[src/hw/rtl/tpp_fifo.sv]
// Small register queue with occupancy count.
`timescale 1ns / 1ps
module tpp_fifo #(
  parameter int W     = 8,
  parameter int DEPTH = 4
) (
  input  logic                       clk,
  input  logic                       rst_n,
  input  logic                       push,
  input  logic [W-1:0]               wdata,
  input  logic                       pop,
  output logic [W-1:0]               rdata,
  output logic                       nonempty,
  output logic [$clog2(DEPTH+1)-1:0] count
);
  localparam int AW = (DEPTH > 1) ? $clog2(DEPTH) : 1;
  localparam int CW = $clog2(DEPTH+1);

  logic [W-1:0]  mem_r [DEPTH];
  logic [AW-1:0] wp_r, wp_nxt, rp_r, rp_nxt;
  logic [CW-1:0] cnt_r, cnt_nxt;
  logic          do_pop;

  assign do_pop   = pop && (cnt_r != '0);
  assign nonempty = (cnt_r != '0);
  assign count    = cnt_r;
  assign rdata    = mem_r[rp_r];

  always_comb begin
    wp_nxt  = wp_r;
    rp_nxt  = rp_r;
    cnt_nxt = cnt_r;
    if (push) begin
      wp_nxt = (wp_r == AW'(DEPTH-1)) ? '0 : wp_r + 1'b1;
    end
    if (do_pop) begin
      rp_nxt = (rp_r == AW'(DEPTH-1)) ? '0 : rp_r + 1'b1;
    end
    if (push && !do_pop) begin
      cnt_nxt = cnt_r + 1'b1;
    end else if (!push && do_pop) begin
      cnt_nxt = cnt_r - 1'b1;
    end
  end

  always_ff @(posedge clk) begin
    if (!rst_n) begin
      wp_r  <= '0;
      rp_r  <= '0;
      cnt_r <= '0;
    end else begin
      wp_r  <= wp_nxt;
      rp_r  <= rp_nxt;
      cnt_r <= cnt_nxt;
    end
    if (push) begin
      mem_r[wp_r] <= wdata;
    end
  end
endmodule

[config.mk]
export PLATFORM = sky130hd
export DESIGN_NAME = tpp_fifo
export DESIGN_NICKNAME = d
export VERILOG_FILES = /design/src/hw/rtl/tpp_fifo.sv
export SDC_FILE = /design/constraint.sdc
export NUM_CORES = 1
export LEC_CHECK = 0
export ABC_AREA = 1
export BUFFER_PORTS_ARGS = -buffer_cell sky130_fd_sc_hd__buf_2
export CORE_MARGIN = 4
export CORE_UTILIZATION = 55
export DETAILED_ROUTE_END_ITERATION = 8
export PLACE_DENSITY = 0.77
export SLEW_MARGIN = 25
export SYNTH_ARGS = -nofsm -noshare
export SYNTH_HDL_FRONTEND = slang
export SYNTH_SLANG_ARGS = --single-unit
[constraint.sdc]
create_clock -name clk -period 2 [get_ports clk]
set_input_delay 0.1 -clock clk [delete_from_list [all_inputs] [get_ports clk]]
set_output_delay 0.1 -clock clk [all_outputs]
set_load 0.01 [all_outputs]
; Word level (Yosys, flattened, before mapping)
; Memories as Yosys holds them, arrays and structs flattened. A register that Yosys moved wholly into a read port is not among the register bits.
; Cells that the tools add are included.
[op_classes]
n_addsub = 4
eq_ne = 2
mux = 8
reduce_logical = 7
[ops]
columns = operator, count
row1 = two-way mux 2 bit, 4
row2 = two-way mux 3 bit, 2
row3 = adder 2 x 1 -> 2 bit (second input constant), 2
row4 = equality test 2 bit (second input constant), 2
row5 = adder 3 x 1 -> 3 bit (second input constant), 1
row6 = logical AND 1 bit, 3
row7 = nonzero test 3 bit, 1
row8 = subtractor 3 x 1 -> 3 bit (second input constant), 1
row9 = logical NOT 1 bit, 2
row10 = two-way mux 1 bit, 2
row11 = nonzero test 2 bit, 1
[totals]
ff_bits = 7
mem_bits_rw = 32
in_bits = 12
out_inout_bits = 12
elab_cells = 25
mem_count = 1
[memory_table]
columns = memory, words, word_bits, rd, rd_ports_with_merged_regs, wr, line
row1 = mem_r, 4, 8, 1, 1, 1, 19  ; logic [W-1:0] mem_r [DEPTH];

; Longest topological paths before layout
[depth]
depth_word = 5
mapped_depth = 12
ltp_nobuf = 12

; Worst setup path after synthesis
; No wires, ideal clock.
[synth_path]
kind = register to register
startpoint = register cnt_r[0], in the netlist count[0]
endpoint = register cnt_r[1], in the netlist count[1]
setup_time_ps = 116
arrival_time_ps = 1598
required_ps = 1884
setup_slack_ps = 287
path_stages_with_launch = 9
path_buffers = 0
path_cell_list = dfxtp_1 nor2_1 nand2_1 nand2_1 ha_1 inv_1 fa_1 o21ai_0 nor2_1
[synth_between]
elab_chain_len = 5
[synth_rtl]
columns = element, line
row1 = from (decl), 21  ; logic [CW-1:0] cnt_r, cnt_nxt;
row2 = from (signal assigned), 54  ; cnt_r <= cnt_nxt;
row3 = nonzero test 3 bit, n/a
row4 = named net nonempty, 13  ; output logic nonempty,
row5 = logical AND 1 bit, 24  ; assign do_pop = pop && (cnt_r != '0);
row6 = logical NOT 1 bit, 39  ; if (push && !do_pop) begin
row7 = logical AND 1 bit, 39
row8 = two-way mux 3 bit, 39
row9 = named net cnt_nxt[1], 21
; The timed path passes the listed nets, and every way through them passes these cells. The select of a mux whose other input is x is not followed.
; A chain may end at the register's enable or synchronous reset.

; Final worst setup path
[layout_path]
startpoint = register cnt_r[1], in the netlist count[1]
endpoint = register cnt_r[2], in the netlist count[2]
[layout_between]
elab_chain_len = 5
[layout_rtl]
columns = element
row1 = branches (longest 5 deep; another with subtractor 3 x 1 -> 3 bit)
; Several ways; the timed one is not identified. The select of a mux whose other input is x is not followed.

==> results.py <==
metrics = {
    "timing": {
        "max_freq_mhz": 568.0,
        "setup_tns_ns": 0,
        "finalHoldViolCount": 0,
        "fin_crit_ns": 1.761,
        "fin_skew_ns": 0.01796,
        "finalSetupViolCount": 0,
        "slew_headroom": 0.7456,
        "slew_violations": 0,
        "fin_crit_sh": 0.8803,
        "hold_slack_ns": 0.01618,
        "worst_pin_slew_ns": 0.3811,
        "rsz0062_at_grt": "false",
    },
    "critical_path": {
        "r2r_end": "count[2]",
        "reg2reg_from": "count[1]",
        "critPathRequiredTime_ns": 2.26,
        "r2r_cells": 12,
        "cp-startpoint": "count[1]",
        "end_kind": "register",
        "crit_type": "reg -> reg",
        "r2r_slack_ns": 0.24,
        "crit_path_start_kind": "register",
        "critPathMaxFanout": 4,
        "arrival_ns": 2.02,
    },
    "layout": {
        "antenna_cells": 0,
        "n_fill_cell": 202,
        "area_delta_synth_final_pct": 17.88,
        "multiInputGateArea_um2": 441.7,
        "layout-drive-gt1-share": 0.2034,
        "nNetsFinal": 195,
        "seq_area_mm2": 0.001141,
    },
    "place": {
        "place_hpwl_mm": 1.908,
        "port_buffers": 23,
        "gp_congestion": 0.7346,
    },
    "outcome": {
        "status": "complete, no violations",
    },
    "synth": {
        "netlist_area_mm2": 0.001665,
        "synth_edf_count": 32,
        "syn_inst": 139,
        "avgSynthCellArea_um2": 11.98,
        "synth-async-reset-ratio": 0,
        "synth_cell_type_count": 20,
        "synth_nets": 158,
        "synth_flop_cell": "edfxtp_1",
        "synth.yosys.warnings": 0,
        "yosysSeqAreaShare": 0.6852,
        "synthTopCellsByCount": "edfxtp_1 (32), nor2_1 (24), inv_1 (15), o21ai_0 (14), nand2_1 (13)",
        "synth_top_cell_area_share": 0.5770,
        "yosys.area.top_type": "edfxtp_1",
        "synth_area_leaders": "edfxtp_1 (58%), dfxtp_1 (11%), nor2_1 (5.4%)",
        "synth_most_common_cell": "edfxtp_1",
        "ys_seq_elements": 41,
    },
    "die": {
        "die_x_um": 63.03,
        "ios": 24,
        "initial_core_util": 0.5887,
        "num_rows": 19,
        "die_area_mm2": 0.003972,
        "core_mm2": 0.002829,
        "dieHeight_um": 63.03,
    },
    "pwr": {
        "peakVddDrop_mv": 0.8794,
        "p_leak_nw": 0.8091,
        "p_per_area_mw_per_mm2": 1178,
    },
    "clock_network": {
        "post_cts_resized": 0,
        "root_buffer": "clkbuf_4",
        "cts.path.max_buffers": 2,
        "cts_buffers": 5,
        "post_cts_buffers": 0,
        "worstSkewPairLatency_ns": 0.35,
        "cts_max_level": 2,
        "cts_sinks": 41,
        "tritoncts": "built",
        "cts.clk_slew.worst_paths_ns": 0.13,
    },
    "drt": {
        "detailroute.via_count": 1106,
        "totalWireLength_mm": 2.828,
        "drc_errors": 0,
        "drt_iter0_markers": 17,
        "wl_per_cell_um": 13.60,
        "met2_length_mm": 1.478,
        "wl_met3_um": 127,
        "vias_per_cell": 5.317,
        "wl_met1_mm": 1.196,
        "routed.top_layer": "met4",
        "dr.pass1.iters": 4,
        "antenna_left": 0,
    },
    "worst_hold_path": {
        "hold_class": "in -> reg",
        "holdPathEnd": "rp_r[1]",
        "hold_start": "rst_n",
        "hold_depth": 3,
    },
    "grt": {
        "grt_overflow": 0,
        "antenna_found_initial": 0,
        "grt_pass1_vias": 1141,
        "grt_start_max_net_pins": 17,
        "grt_pass1_wl_mm": 4.864,
        "grt_util_all_layers": 0.1574,
    },
    "run": {
        "cap_violations": 0,
    },
}
[registers in the layout, summed over array words and instances, names as in the netlist, named ones only]
signal / count
mem_r: 32
rp_r: 2
wp_r: 2
count: 3
[power breakdown]
part	switching [W]	total [W]	internal (W)
logic	0.000413	0.000695	0.000283
registers	0.0000907	0.00110	0.00101
clock network	0.000261	0.000520	0.000259
[layout make-up]
type	instances	share of cell area
Sequential cell	41	0.5813
Inverter	16	0.03059
Multi-Input combinational cell	80	0.2250
Tap cell	31	0.01976
Clock buffer	5	0.01912
Timing Repair Buffer	32	0.1033
Clock inverter	3	0.02103
[worst max-delay path, cell delays in order, from the launching register on]
cell,delay [ns]
dfxtp_1,0.37
nor2_1,0.12
nand2_1,0.11
nand2_1,0.11
ha_1,0.17
inv_1,0.07
fa_1,0.38
inv_1,0.06
nand2_1,0.06
nand3_1,0.08
nand2_1,0.05
inv_1,0.05
nor2_1,0.04
[kinds of logic (layout without fill, tap and decap cells)]
| logic type | count (synthesis) | in the layout | synth area share |
|---|---|---|---|
| buffers and inverters | 18 | 56 | 0.04958 |
| AOI/OAI and AO/OA | 29 | 29 | 0.09767 |
| and+or+nand+nor | 43 | 43 | 0.1052 |
| DFF | 41 | 41 | 0.6852 |
| adders and majority gates | 7 | 7 | 0.05710 |
| xor gates and xnor gates | 1 | 1 | 0.005260 |
[cells in the final DEF, fill, tap and decap left out]
master | Yosys | layout
o21ai_1 | 2 | 2
o22ai_1 | 8 | 8
inv_1 | 15 | 15
o21ai_0 | 14 | 14
edfxtp_1 | 32 | 32
ha_1 | 6 | 6
o21ai_2 | 2 | 2
xor2_1 | 1 | 1
nor3_1 | 1 | 1
dfxtp_1 | 9 | 9
inv_2 | 1 | 1
nand3b_1 | 1 | 1
nor2_1 | 24 | 24
buf_4 | 0 | 1
nand2_1 | 13 | 13
dlygate4sd3_1 | 0 | 8
nor2_2 | 2 | 2
fa_1 | 1 | 1
clkinvlp_4 | 0 | 1
clkbuf_4 | 0 | 5
buf_2 | 0 | 23
nand3_1 | 1 | 1
clkinv_1 | 0 | 1
nand4_1 | 1 | 1
a21oi_1 | 3 | 3
bufinv_16 | 0 | 1
[stage by stage]
step                      std cells    util  total power, W  instance area (um2)  setup slack [ns]
after floorplan                 139       -        0.001567                 1665            0.2866
after global placement          192  0.6378        0.001768                 1804            0.3524
after detailed placement        192  0.6378        0.001802                 1804            0.2811
after CTS                       208  0.6939        0.002330                 1963            0.2498
after global routing            208  0.6939        0.002487                 1963           0.02500
final                           208  0.6939        0.002313                 1963            0.2394
[worst max-delay path by stage]
stage,end,slack (ns),cells after the start
3_5_place_dp,count[2],0.28,12
6_report,count[2],0.24,12
3_3_place_gp,count[2],0.35,12
2_1_floorplan,count[1],0.29,8
4_1_cts,rdata[7],0.25,4
5_1_grt,count[2],0.03,11
[timing repair]
action / CTS / global route
hold buffers: 8 / 0
endpoints found under the hold margin: 32 / 0
setup endpoints to repair: 0 / 0
[per-layer routing]
layer	vias to the layer above	track usage
li1	553	-
met1	529	0.1675
met2	21	0.2938
met3	3	0.03237
met4	0	0.07163
met5	-	0
Power figures use the tool's default switching activity.
