$ cat config.mk
export PLATFORM = sky130hd
export DESIGN_NAME = tpp_front
export DESIGN_NICKNAME = d
export VERILOG_FILES = /design/src/hw/rtl/tpp_pkg.sv /design/src/hw/rtl/tpp_front.sv
export SDC_FILE = /design/constraint.sdc
export NUM_CORES = 1
export LEC_CHECK = 0
export BUFFER_PORTS_ARGS = -buffer_cell sky130_fd_sc_hd__buf_2
export CORE_MARGIN = 3
export CORE_UTILIZATION = 35
export CTS_CLUSTER_DIAMETER = 50
export DETAILED_ROUTE_END_ITERATION = 16
export PLACE_DENSITY = 0.69
export SETUP_SLACK_MARGIN = 0.02
export SLEW_MARGIN = 20
export SYNTH_ARGS = -nofsm -noshare
export SYNTH_HDL_FRONTEND = slang
export SYNTH_SLANG_ARGS = --single-unit
$ cat constraint.sdc
create_clock -name clk -period 2.67 [get_ports clk]
set_clock_uncertainty 0.15 [all_clocks]
set_input_delay 0.1335 -clock clk [delete_from_list [all_inputs] [get_ports clk]]
set_output_delay 0.1335 -clock clk [all_outputs]
set_load 0.01 [all_outputs]
$ cat src/hw/rtl/tpp_pkg.sv
// Shared types and constants for the trapezoidal position profile block.
`timescale 1ns / 1ps
package tpp_pkg;

  localparam int FRAC_BITS_DEF = 16;
  localparam int MQ_DEPTH      = 4;
  localparam int OQ_DEPTH      = 8;
  localparam int OFF_CAP_BITS  = 40;

  localparam logic [1:0] SEG_ACC = 2'd0;
  localparam logic [1:0] SEG_CRU = 2'd1;
  localparam logic [1:0] SEG_DEC = 2'd2;

  localparam logic [1:0] ST_OK     = 2'd0;
  localparam logic [1:0] ST_INFEAS = 2'd1;
  localparam logic [1:0] ST_LATE   = 2'd2;

  localparam logic [1:0] REG_START = 2'd0;
  localparam logic [1:0] REG_END   = 2'd1;
  localparam logic [1:0] REG_ACCEL = 2'd2;
  localparam logic [1:0] REG_DUR   = 2'd3;

  typedef struct packed {
    logic signed [31:0] start_pos;
    logic signed [31:0] end_pos;
    logic [30:0]        accel;
    logic [31:0]        dur;
  } cfg_t;

  typedef struct packed {
    logic        infeas;
    logic [31:0] tc;
    logic [31:0] tmt;   // duration - t_c
    logic [62:0] atc;   // accel * t_c
  } prof_t;

  typedef struct packed {
    logic [1:0]  seg;
    logic [1:0]  status;
    logic [31:0] x;     // t or duration - t for the blend parabolas
    logic [32:0] n;     // 2t - t_c for the cruise line
  } item_t;

  typedef struct packed {
    logic signed [31:0] pos;
    logic [1:0]         seg;
    logic [1:0]         status;
  } res_t;

endpackage

$ cat src/hw/rtl/tpp_front.sv
// Input stage: takes sample beats and sorts them into segments.
`timescale 1ns / 1ps
module tpp_front (
  input  logic                                   clk,
  input  logic                                   rst_n,
  input  logic                                   in_push,
  output logic                                   in_full,
  input  logic [31:0]                            in_sample_time,
  input  tpp_pkg::cfg_t                          cfg,
  input  tpp_pkg::prof_t                         prof,
  input  logic                                   busy,
  input  logic [$clog2(tpp_pkg::MQ_DEPTH+1)-1:0] mq_count,
  output logic                                   f_valid,
  output tpp_pkg::item_t                         f_item
);
  localparam int QCW = $clog2(tpp_pkg::MQ_DEPTH+1);

  logic           v_r, v_nxt;
  tpp_pkg::item_t it_r, it_nxt;
  logic           acc;
  logic [31:0]    t;

  // reserve a queue slot for the beat held in the stage register
  assign in_full = busy || ((mq_count + QCW'(v_r)) >= QCW'(tpp_pkg::MQ_DEPTH));
  assign acc     = in_push && !in_full;
  assign t       = in_sample_time;
  assign f_valid = v_r;
  assign f_item  = it_r;

  always_comb begin
    v_nxt     = acc;
    it_nxt.x  = t;
    it_nxt.n  = {t, 1'b0} - {1'b0, prof.tc};
    it_nxt.status = tpp_pkg::ST_OK;
    if (prof.infeas) begin
      it_nxt.seg    = tpp_pkg::SEG_ACC;
      it_nxt.status = tpp_pkg::ST_INFEAS;
    end else if (t > cfg.dur) begin
      it_nxt.seg    = tpp_pkg::SEG_DEC;
      it_nxt.status = tpp_pkg::ST_LATE;
    end else if (t <= prof.tc) begin
      it_nxt.seg = tpp_pkg::SEG_ACC;
    end else if (t <= prof.tmt) begin
      it_nxt.seg = tpp_pkg::SEG_CRU;
    end else begin
      it_nxt.seg = tpp_pkg::SEG_DEC;
      it_nxt.x   = cfg.dur - t;
    end
  end

  always_ff @(posedge clk) begin
    if (!rst_n) begin
      v_r <= 1'b0;
    end else begin
      v_r <= v_nxt;
    end
    it_r <= it_nxt;
  end
endmodule

* Yosys cells after proc, flatten, opt, wreduce, memory -nomap -nowiden
Index checks and enable logic that the tools add are counted.
** Storage, ports and cells
- Register bits after elaboration :: 70
- Bits of input ports :: 294
- Output and inout bits :: 71
** Operators by class
- $lt $le $gt $ge :: 4
- Reduce and logical (&&, ||, !) cells :: 4
- Muxes and demuxes :: 8
- Add/sub/neg operators :: 3
** Operator list (number)
- $mux W32 :: 4
- $le A32 B32 Y1 :: 2
- $sub A33 B32 Y33 :: 1
- $gt A32 B32 Y1 :: 1
- $sub A32 B32 Y32 :: 1
- $mux W2 :: 4
- $add A3 B1 Y3 :: 1
- $ge A3 B3 Y1 const B :: 1
- $reduce_or A3 Y1 :: 1
- $logic_and A1 B1 Y1 :: 1
- $logic_not A1 Y1 :: 1
- $logic_or A1 B1 Y1 :: 1

* Longest topological paths before layout
Gate-level depths: netlist of run 1.
- Depth in word-level cells :: 5
- Mapped depth :: 12
- Depth with buffers taken out :: 12

* Worst setup path before layout of run 1
No wires, ideal clock.
- Path type :: input to register
- From :: in in_sample_time[5]
- To :: reg it_r (netlist bit f_item[61])
- Path slack :: -0.215 ns
- Data required time :: 2.399 ns
- Arrival :: 2.614 ns
- Path buffers :: 1
- Stages on the path :: 11
- Library setup time :: 0.121 ns
- Path through :: inv_1 -> ha_1 -> a21o_1 -> or3_1 -> o21ai_2 -> a211oi_1 -> o2111a_1 -> o31a_1 -> o221ai_4 -> buf_6 -> mux2_2
** RTL lines
- start: declaration :: line tpp_front.sv:8 : input logic [31:0] in_sample_time,
- end signal: assignment :: line tpp_front.sv:57 : it_r <= it_nxt;
- end: declaration :: line tpp_front.sv:19 : tpp_pkg::item_t it_r, it_nxt;

==> results by group, run 1 <==
Global routing
  • Pin count of the biggest net entering global routing: 11
  • Vias in the first global route: 7568
  • Gr usage total: 0.218
  • GRT overflow: 0
  • Antenna violations before repair: 2
  • Global-route wire length before repair: 37200 um

Critical path
  • CP arrival: 2600 ps
  • Crit-path slowest cell: or3_4
  • Worst EP required: 2750 ps
  • CP Max Fanout: 5
  • Critical path cell sequence: buf_2 -> inv_6 -> ha_4 -> a21o_1 -> or3_4 -> o21ai_4 -> a211oi_2 -> o2111a_1 -> o31a_1 -> o221ai_4 -> buf_6 -> mux2_1
  • R2R Setup Slk: 1180 ps
  • Worst r2r src: f_valid
  • Critical Path Start Type: input port
  • Depth of the most critical reg-to-reg path: 5
  • Setup CP Type: input port to flop
  • Worst reg2reg path endpoint: f_valid
  • CP Capture Type: flop
  • Slowest stage delay, CP: 390 ps

Floorplan
  • Die width: 145 um
  • Die Height: 145 um
  • Initial Util: 0.359
  • Site row count: 50
  • Core box area: 0.0188 mm2
  • DIE AREA: 0.0210 mm2
  • I/O Pins: 365

Run status
  • Status: finished clean

Synthesis
  • Mapped Area: 0.00676 mm2
  • Netlist cell types: 63
  • Mean Syn Cell Area: 8.23 um2
  • Synthesized netlist net count: 1244
  • Sequential area share after synthesis: 0.207
  • Area contributors post-synth: ha_1, dfxtp_1, inv_1
  • Cell count after synthesis: 821
  • Seq cells post-synth: 70
  • Synth Flop Type: dfxtp_1
  • Synth async-reset ratio: 0
  • Post-synth EDFFs: 0
  • Cell accounting for the most synthesized area: ha_1
  • Post-synth top area share: 0.235
  • Yosys warns: 0

Timing
  • Unrepaired setup endpoints after global routing: no
  • Max_slew headroom: 0.656
  • Period utilisation layout: 0.947
  • Min setup slack post-route: 143 ps
  • Fin. Hold Viols: 0
  • Worst-Margin Slew: 503 ps
  • Slew Viols, Final: 0
  • Max Clk Rate: 0.396 GHz
  • Min Clock Period, post-route: 2530 ps
  • Final Setup Violations: 0
  • Final hold slack: 28.2 ps

Clocking
  • Clock Latency Late Sink: 340 ps
  • Sink Count: 70
  • Max Buffers Root-to-Sink: 2
  • Cts bufs inserted: 9
  • Clk root buf: clkbuf_16
  • Reg clk slew, reported paths: 60 ps
  • CTS HTree Levels: 3
  • CTS tree: built

Place
  • Final HPWL DP: 19800 um
  • GP Congestion: 0.908
  • # placed instances: 1494
  • Pre-CTS setup slack: -540 ps
  • DP Area: 0.00977 mm2
  • PortBufs: 206

Route
  • Routed wire length: 23600 um
  • Routed WL per cell: 15.5 um
  • Antenna-violating nets left: 0
  • DRC violations left: 0
  • Vias/cell: 4.86
  • Vias: 7408
  • Drt pass-1 iters: 5
  • First DRT Iteration DRCs: 377

Min path
  • Worst Hold Depth: 3
  • WHS Endpoint: f_item[49]
  • Worst hold start: in_sample_time[16]
  • Worst min path class: input port to flop

Finish
  • Synth-to-Final Area Change: 51.7%
  • FF/Latch Area: 0.00140 mm2
  • Share of cells above drive strength 1: 0.376
  • Nets: 1681
  • Most frequent cells in the layout: buf_4, buf_2, ha_1, inv_1, a21oi_1
  • Area of the multi-input gates: 0.00503 mm2
  • Layout fillers: 1741
  • Fin cells: 1523
  • Commonest non-fill, non-tap cell in the layout: buf_4
  • Final instance area: 0.0103 mm2

Pwr
  • Max VDD drop: 267 uV
  • Sw power: 0.00148 W
  • Sequential power share: 0.283
  • Clock power share: 0.278
  • PwrDens: 425 mW/mm2
  • Lkg Pwr: 5.78 nW
  • Comb power frac: 0.439
  • Cell Int Power: 0.00288 W
  • Sw Ratio: 0.339
  • Pwr Total: 0.00436 W

Flow run
  • Max-cap check violation count: 0
## timing repair
item                                    in CTS  in global routing
endpoints found under the hold margin        9                  0
pin swaps                                    1                  5
endpoints found under the setup margin      31                 36
hold buffers                                 9                  0
setup buffers                                3                  1
resized for setup                            1                 19
## metrics by stage
step / utilization / setup TNS, ps
2_1_floorplan: - / -139
3_3_place_gp: 0.519 / -14570
3_5_place_dp: 0.519 / -16130
4_1_cts: 0.540 / 0
5_1_grt: 0.545 / 0
6_report: 0.545 / 0
## kinds of logic (layout without fill, tap and decap cells)
group / count (synthesis) / in the layout / synth area share
xor+xnor: 58 / 58 / 0.0752
simple gates: 184 / 184 / 0.138
fa+ha+maj: 129 / 129 / 0.241
compound gates: 228 / 228 / 0.221
other cells: 0 / 1 / 0
mux: 32 / 32 / 0.0487
buf+inv: 120 / 561 / 0.0689
flops: 70 / 70 / 0.207
## registers in the layout, indices dropped and copies added (netlist names)
name	cells
f_item	69
f_valid	1
## how the worst max path moves through the flow
stage                                  start         end  slack, ps  depth (start not counted)
after floorplan                       cfg[5]  f_item[43]        -30                         10
after global placement     in_sample_time[5]  f_item[55]       -470                         12
after detailed placement   in_sample_time[5]  f_item[62]       -540                         12
after CTS                 in_sample_time[19]  f_item[62]         30                         13
after global routing      in_sample_time[10]  f_item[56]         20                         15
final                      in_sample_time[5]  f_item[41]        140                         12
## per-layer routing
metal | global-route usage | vias up | part of all wire
li1 | - | 3803 | -
met1 | 0.291 | 3359 | 0.47
met2 | 0.362 | 204 | 0.46
met3 | 0.0297 | 40 | 0.044
met4 | 0.0793 | 2 | 0.027
met5 | 0 | - | 0.00038
## synth_stat cells (4+ instances only)
cell type and n:
ha_1 127, inv_1 113, a21oi_1 76, dfxtp_1 70
nor2_1 46, a21o_1 40, nand2_1 36, o21ai_0 34
xnor2_1 31, xor2_1 27, mux2i_1 25, nand4_1 17
nand3_1 14, nand2b_1 13, a211oi_1 12, nor2b_1 12
nor3_1 11, o21a_1 11, o21bai_1 9, or2_2 8
a31oi_1 6, and3_1 6, mux2_1 6, or3_1 6
and2_1 5, a2111oi_0 4, a221oi_1 4, clkbuf_1 4
nor4_1 4
## worst max-delay path, delay by kind of cell
kind	cells	cell delay (ps)
AO/OA/AOI/OAI	6	1220
adder cells (fa/ha/maj)	1	200
buffers and inverters	3	340
multiplexers	1	320
AND/OR/NAND/NOR	1	390
## power by group through the flow
stage	combinational (W)	sequential (W)	clock, W
finish	0.00191	0.00124	0.00121
global route	0.00211	0.00125	0.00127
CTS	0.00188	0.00124	0.00123
detailed placement	0.00185	0.00125	0
global placement	0.00182	0.00125	0
floorplan	0.000910	0.00134	0
## cell type report
cell class | count | area share
multi-input combinational | 631 | 0.491
sequential | 70 | 0.137
inverter | 113 | 0.0418
tap | 260 | 0.0317
clock buffer | 15 | 0.0281
timing repair buffer | 433 | 0.271
antenna | 1 | 0.000244
Note: power is estimated with default switching activity, not from simulation.
==> run 2, diff against run 1 <==
Settings changed: BUFFER_PORTS_ARGS -buffer_cell sky130_fd_sc_hd__buf_2 to not set, DONT_BUFFER_PORTS set to 1, PLACE_DENSITY 0.69 to 0.52, SLEW_MARGIN 20 to 10.
==> run 2 against run 1 <==
Compared with the run above:
- register-to-register slack got worse by 170 ps
- global-route usage is 0.70 points lower
- die area stayed put
- final cell count is 19% lower
- clock-buffer cell count fell by 2
- first-iteration DRC count decreased by 39%
- hold slack worse by 15 ps
- critical path depth shrank 2
- power fell by 5.2%
- sequential cell count stayed put
- clock power rose by 16%
==> results by group, run 2 (synthesis results as in run 1) <==
Clocking
  • Clock Latency Late Sink: 340 ps (about the same)
  • Clk root buf: clkbuf_16 (unchanged)
  • Reg clk slew, reported paths: 60 ps (about the same)
  • Max Buffers Root-to-Sink: 2 (unchanged)
  • CTS HTree Levels: 3 (unchanged)
  • Cts bufs inserted: 9 (unchanged)
  • Sink Count: 70 (unchanged)
  • CTS tree: built (unchanged)

Pwr
  • Max VDD drop: 272 uV (was 267 uV)
  • Cell Int Power: 0.00279 W (was 0.00288 W)
  • Comb power frac: 0.338 (was 0.439)
  • PwrDens: 472 mW/mm2 (was 425 mW/mm2)
  • Clock power share: 0.338 (was 0.278)
  • Sw Ratio: 0.324 (was 0.339)
  • Pwr Total: 0.00413 W (was 0.00436 W)
  • Sw power: 0.00134 W (was 0.00148 W)
  • Lkg Pwr: 4.57 nW (was 5.78 nW)
  • Sequential power share: 0.324 (was 0.283)

Floorplan
  • Core box area: 0.0188 mm2 (unchanged)
  • I/O Pins: 365 (unchanged)
  • Die width: 145 um (unchanged)
  • Initial Util: 0.359 (unchanged)
  • Site row count: 50 (unchanged)
  • Die Height: 145 um (unchanged)
  • DIE AREA: 0.0210 mm2 (unchanged)

Finish
  • Most frequent cells in the layout: ha_1, inv_1, buf_4, a21oi_1, dfxtp_1 (was buf_4, buf_2, ha_1, inv_1, a21oi_1)
  • Nets: 1390 (was 1681)
  • Number of flip-flops under the largest register name: 69 (unchanged)
  • Ant. Diodes: 0 (was 1)
  • Commonest non-fill, non-tap cell in the layout: ha_1 (was buf_4)
  • Share of cells above drive strength 1: 0.146 (was 0.376)
  • Synth-to-Final Area Change: 29.4% (was 51.7%)
  • Final instance area: 0.00875 mm2 (was 0.0103 mm2)

Min path
  • Worst min path class: input port to flop (unchanged)

Global routing
  • Pin count of the biggest net entering global routing: 12 (was 11)
  • GRT overflow: 0 (unchanged)
  • Vias in the first global route: 6390 (was 7568)
  • Gr usage total: 0.211 (was 0.218)
  • Antenna violations before repair: 0 (was 2)
  • Global-route wire length before repair: 35100 um (was 37200 um)

Timing
  • Slew Viols, Final: 0 (unchanged)
  • Min Clock Period, post-route: 2540 ps (was 2530 ps)
  • TNS Setup: 0 ps (unchanged)
  • Final Setup Violations: 0 (unchanged)
  • Min setup slack post-route: 126 ps (was 143 ps)
  • Unrepaired setup endpoints after global routing: no (unchanged)
  • Worst-Margin Slew: 516 ps (was 503 ps)
  • Max Clk Rate: 0.393 GHz (was 0.396 GHz)
  • Period utilisation layout: 0.953 (was 0.947)
  • Max_slew headroom: 0.647 (was 0.656)
  • Fin. Hold Viols: 0 (unchanged)

Route
  • Routed WL per cell: 18.2 um (was 15.5 um)
  • DRC violations left: 0 (unchanged)
  • Vias/cell: 5.05 (was 4.86)
  • Drt pass-1 iters: 4 (was 5)
  • Routed wire length: 22400 um (was 23600 um)
  • Vias: 6223 (was 7408)
  • First DRT Iteration DRCs: 231 (was 377)
  • Antenna-violating nets left: 0 (unchanged)

Critical path
  • CP Max Fanout: 5 (unchanged)
  • Setup CP Type: input port to flop (unchanged)
  • Critical path cell sequence: dlygate4sd3_1 -> inv_1 -> ha_1 -> a21o_1 -> a21o_1 -> a21oi_1 -> nand2b_1 -> o221ai_4 -> clkbuf_16 -> mux2i_1 (was buf_2 -> inv_6 -> ha_4 -> a21o_1 -> or3_4 -> o21ai_4 -> a211oi_2 -> o2111a_1 -> o31a_1 -> o221ai_4 -> buf_6 -> mux2_1)
  • Worst EP required: 2750 ps (about the same)
  • Crit-path slowest cell: dlygate4sd3_1 (was or3_4)
  • Critical Path Start Type: input port (unchanged)
  • Slowest stage delay, CP: 620 ps (was 390 ps)
  • Most used cell, CP: a21o_1
  • Worst path top cell family by delay: buffers and inverters (was compound AO/OA/AOI/OAI gates)
  • CP Capture Type: flop (unchanged)
  • CP arrival: 2620 ps (was 2600 ps)
  • Sum of buffers and inverters on the critical path: 3 (unchanged)

Place
  • Pre-CTS setup slack: -284 ps (was -540 ps)
  • DP Area: 0.00784 mm2 (was 0.00977 mm2)
  • PortBufs: 0 (was 206)
  • GP Congestion: 0.908 (about the same)
  • Final HPWL DP: 17900 um (was 19800 um)

Flow run
  • Max-cap check violation count: 0 (unchanged)

Run status
  • Status: finished clean (unchanged)
run 2: changes by cell type in the layout (fill, tap and decap cells not counted), moves of 3 or more:
cell / previous run / this run
a21oi_1: 72 / 75
a21oi_2: 4 / 1
buf_2: 206 / 0
buf_4: 215 / 87
dlygate4sd3_1: 9 / 49
run 2: worst paths after layout:
path,start,endpoint,slack [ps],depth (start not counted)
setup / recovery,in_sample_time[27],f_item[42],130,10
hold / removal,prof[96],f_item[2],10,3
setup reg to reg,f_valid,f_valid,1010,5
hold reg to reg,f_valid,f_valid,1170,5
run 2: worst reg2reg max path, cell delays in order (launching register included):
cell	delay (ps)
dfxtp_1	380
nand3_1	100
xor2_1	140
nand2b_1	140
nor2_1	70
dlygate4sd3_1	560
run 2: through the flow:
step / hold WS (ps) / instances / utilization
floorplan: 11.2 / 821 / -
global placement: 11.5 / 1165 / 0.416
detailed placement: 11.4 / 1165 / 0.416
CTS: 2.31 / 1231 / 0.461
global route: 31.0 / 1232 / 0.464
finish: 13.5 / 1232 / 0.464
run 2: power groups by stage:
stage	logic (W)	clock network, W	registers, W
6_report	0.00139	0.00140	0.00134
5_1_grt	0.00157	0.00147	0.00135
4_1_cts	0.00137	0.00144	0.00134
3_5_place_dp	0.00128	0	0.00136
3_3_place_gp	0.00128	0	0.00137
2_1_floorplan	0.000910	0	0.00134
run 2: routing by layer:
layer,up-vias,track usage,part of all wire
met5,-,0,0
met3,21,0.0456,0.061
met2,166,0.321,0.43
met4,0,0.0679,0.014
li1,3219,-,-
met1,2817,0.299,0.49
run 2: final cells by class:
cell class | count | area, um2
Clock buffer | 13 | 270
Clock inverter | 3 | 65.1
Fill cell | 1916 | 10100
Inverter | 113 | 437
Multi-Input combinational cell | 631 | 4990
Sequential cell | 70 | 1400
Tap cell | 260 | 325
Timing Repair Buffer | 142 | 1250
run 2: timing repair:
item | CTS | global route
hold endpoints to repair | 55 | 0
hold buffers | 50 | 0
buffers inserted | 0 | 0
setup endpoints to repair | 0 | 37
gates resized for setup | 0 | 15
==> run 3, diff against run 2 <==
--- a/config.mk
+++ b/config.mk
@@ -9,3 +9,3 @@
 export CORE_UTILIZATION = 35
-export CTS_CLUSTER_DIAMETER = 50
+export CTS_CLUSTER_DIAMETER = 100
 export DETAILED_ROUTE_END_ITERATION = 16
==> constraint.sdc (replaced) <==
create_clock -name clk -period 2.67 [get_ports clk]
set_clock_uncertainty 0.15 [all_clocks]
set_input_delay 0.267 -clock clk [delete_from_list [all_inputs] [get_ports clk]]
set_output_delay 0.267 -clock clk [all_outputs]
set_load 0.01 [all_outputs]
==> run 3 against run 2 <==
Compared with the run above:
- non-clock buffer count increased by 36
- combinational power increased by 4%
- global-route usage decreased by 0.50 points
- final cell count increased by 2.9%
- worst setup slack got worse by 45 ps
- via count increased by 2.2%
- sequential cell count unchanged
- design area increased by 1.9%
- routed wire length decreased by 1.4%
- clock-buffer cell count increased by 2
- clock power decreased by 19%
- first-iteration DRC count increased by 9.5%
==> results by group, run 3 (synthesis results as in run 1) <==
Run status
  • Status: finished clean (unchanged)

Finish
  • Most frequent cells in the layout: buf_4, ha_1, inv_1, a21oi_1, dfxtp_1 (was ha_1, inv_1, buf_4, a21oi_1, dfxtp_1)
  • Layout fillers: 1875 (was 1916)
  • Ant. Diodes: 0 (unchanged)
  • Nets: 1426 (was 1390)
  • Final instance area: 0.00891 mm2 (was 0.00875 mm2)
  • Number of flip-flops under the largest register name: 69 (unchanged)
  • Share of cells above drive strength 1: 0.200 (was 0.146)
  • Commonest non-fill, non-tap cell in the layout: buf_4 (was ha_1)
  • Synth-to-Final Area Change: 31.9% (was 29.4%)

Global routing
  • GRT overflow: 0 (unchanged)
  • Pin count of the biggest net entering global routing: 14 (was 12)
  • Gr usage total: 0.206 (was 0.211)
  • Antenna violations before repair: 3 (was 0)
  • Global-route wire length before repair: 34300 um (was 35100 um)
  • Vias in the first global route: 6447 (was 6390)

Timing
  • Worst-Margin Slew: 479 ps (was 516 ps)
  • Max_slew headroom: 0.679 (was 0.647)
  • Final hold slack: 11.5 ps (was 13.5 ps)
  • Slew Viols, Final: 0 (unchanged)
  • Unrepaired setup endpoints after global routing: yes (was no)
  • Min Clock Period, post-route: 2590 ps (was 2540 ps)
  • Period utilisation layout: 0.970 (was 0.953)
  • Max Clk Rate: 0.386 GHz (was 0.393 GHz)
  • Final Setup Violations: 0 (unchanged)
  • Fin. Hold Viols: 0 (unchanged)

Critical path
  • R2R Setup Slk: 1570 ps (was 1010 ps)
  • CP Capture Type: flop (unchanged)
  • Worst reg2reg path endpoint: f_valid (unchanged)
  • Critical Path Start Type: input port (unchanged)
  • Worst r2r src: f_valid (unchanged)
  • Depth of the most critical reg-to-reg path: 4 (was 5)
  • Setup CP Type: input port to flop (unchanged)
  • CP Max Fanout: 7 (was 5)
  • Worst EP required: 2790 ps (was 2750 ps)
  • CP arrival: 2710 ps (was 2620 ps)

Pwr
  • Max VDD drop: 261 uV (was 272 uV)
  • Lkg Pwr: 4.71 nW (was 4.57 nW)
  • PwrDens: 441 mW/mm2 (was 472 mW/mm2)

Route
  • Vias: 6360 (was 6223)
  • DRC violations left: 0 (unchanged)
  • Met2 WL: 9630 um (was 9650 um)
  • Drt pass-1 iters: 4 (unchanged)
  • Top layer in use: met5 (was met4)
  • Detail Route met3 WL: 1290 um (was 1370 um)
  • Antenna-violating nets left: 0 (unchanged)
  • Vias/cell: 5.02 (was 5.05)
  • First DRT Iteration DRCs: 253 (was 231)
  • Routed WL per cell: 17.4 um (was 18.2 um)
  • Post-Route M1 WL: 10700 um (was 11100 um)
  • Routed wire length: 22100 um (was 22400 um)

Min path
  • Worst hold start: in_sample_time[5] (was prof[96])
  • Worst min path class: input port to flop (unchanged)
  • Worst Hold Depth: 3 (unchanged)
  • WHS Endpoint: f_item[38] (was f_item[2])

Floorplan
  • Initial Util: 0.359 (unchanged)
  • Site row count: 50 (unchanged)
  • I/O Pins: 365 (unchanged)
  • Die Height: 145 um (unchanged)
  • DIE AREA: 0.0210 mm2 (unchanged)
  • Core box area: 0.0188 mm2 (unchanged)
  • Die width: 145 um (unchanged)

Place
  • DP Area: 0.00823 mm2 (was 0.00784 mm2)
  • Final HPWL DP: 18100 um (was 17900 um)
  • PortBufs: 0 (unchanged)
  • GP Congestion: 0.896 (was 0.908)

Clocking
  • CTS HTree Levels: 3 (unchanged)
  • Clk root buf: clkbuf_16 (unchanged)
  • Reg clk slew, reported paths: 60 ps (about the same)
  • Max Buffers Root-to-Sink: 2 (unchanged)
  • Clock Latency Late Sink: 340 ps (about the same)
  • CTS tree: built (unchanged)
  • Cts bufs inserted: 9 (unchanged)
  • Sink Count: 70 (unchanged)

Flow run
  • Max-cap check violation count: 0 (unchanged)
==> run 3: where the power goes <==
group	internal [W]	switching, W
clock network	0.000656	0.000488
logic	0.000746	0.000699
registers	0.00120	0.000141
==> run 3: metal layers <==
| metal | GRT usage | vias up |
|---|---|---|
| met2 | 0.320 | 164 |
| met3 | 0.0472 | 31 |
| li1 | - | 3304 |
| met4 | 0.0689 | 6 |
| met5 | 0 | - |
| met1 | 0.284 | 2855 |
==> run 3: per-stage QoR <==
step	utilization	total power, W	TNS [ps]	instances	worst slack, ps
floorplan	-	0.00225	-1450	821	-161
global placement	0.437	0.00273	-10520	1221	-336
detailed placement	0.437	0.00272	-12220	1221	-414
CTS	0.466	0.00394	0	1264	30.9
global route	0.473	0.00420	0	1268	4.59
finish	0.473	0.00393	0	1268	81.3
==> run 3: final cells by class <==
| cell class | instances | area [um2] | share of cell area |
|---|---|---|---|
| sequential | 70 | 1400 | 0.157 |
| tap | 260 | 325 | 0.0365 |
| clock buffer | 15 | 258 | 0.0289 |
| clock inverter | 1 | 5.00 | 0.000562 |
| inverter | 113 | 437 | 0.0490 |
| timing repair buffer | 178 | 1440 | 0.162 |
| multi-input combinational | 631 | 5040 | 0.566 |
==> run 3: worst max path at each step <==
stage	slack, ps	startpoint	to	cells past startpoint
after floorplan	-160	cfg[5]	f_item[43]	10
after global placement	-340	prof[84]	f_item[36]	12
after detailed placement	-410	prof[84]	f_item[41]	12
after CTS	30	prof[84]	f_item[51]	13
after global routing	5	in_sample_time[21]	f_item[39]	12
final	80	in_sample_time[21]	f_item[39]	12
==> run 3: critical path, stage by stage <==
cell and delay, ps:
dlygate4sd3_1 570, inv_2 70, ha_4 260, o21ai_0 170
nand2b_1 70, a21oi_1 130, a31oi_1 70, o31a_1 300
o221ai_4 240, buf_12 180, buf_4 150, mux2i_1 220
==> run 3: timing repair <==
item | in CTS | in global routing
endpoints found under the setup margin | 21 | 32
endpoints found under the hold margin | 29 | 0
pin swaps | 0 | 2
gates resized for setup | 1 | 22
hold buffers | 27 | 0
buffers inserted | 0 | 3
gates cloned | 0 | 1
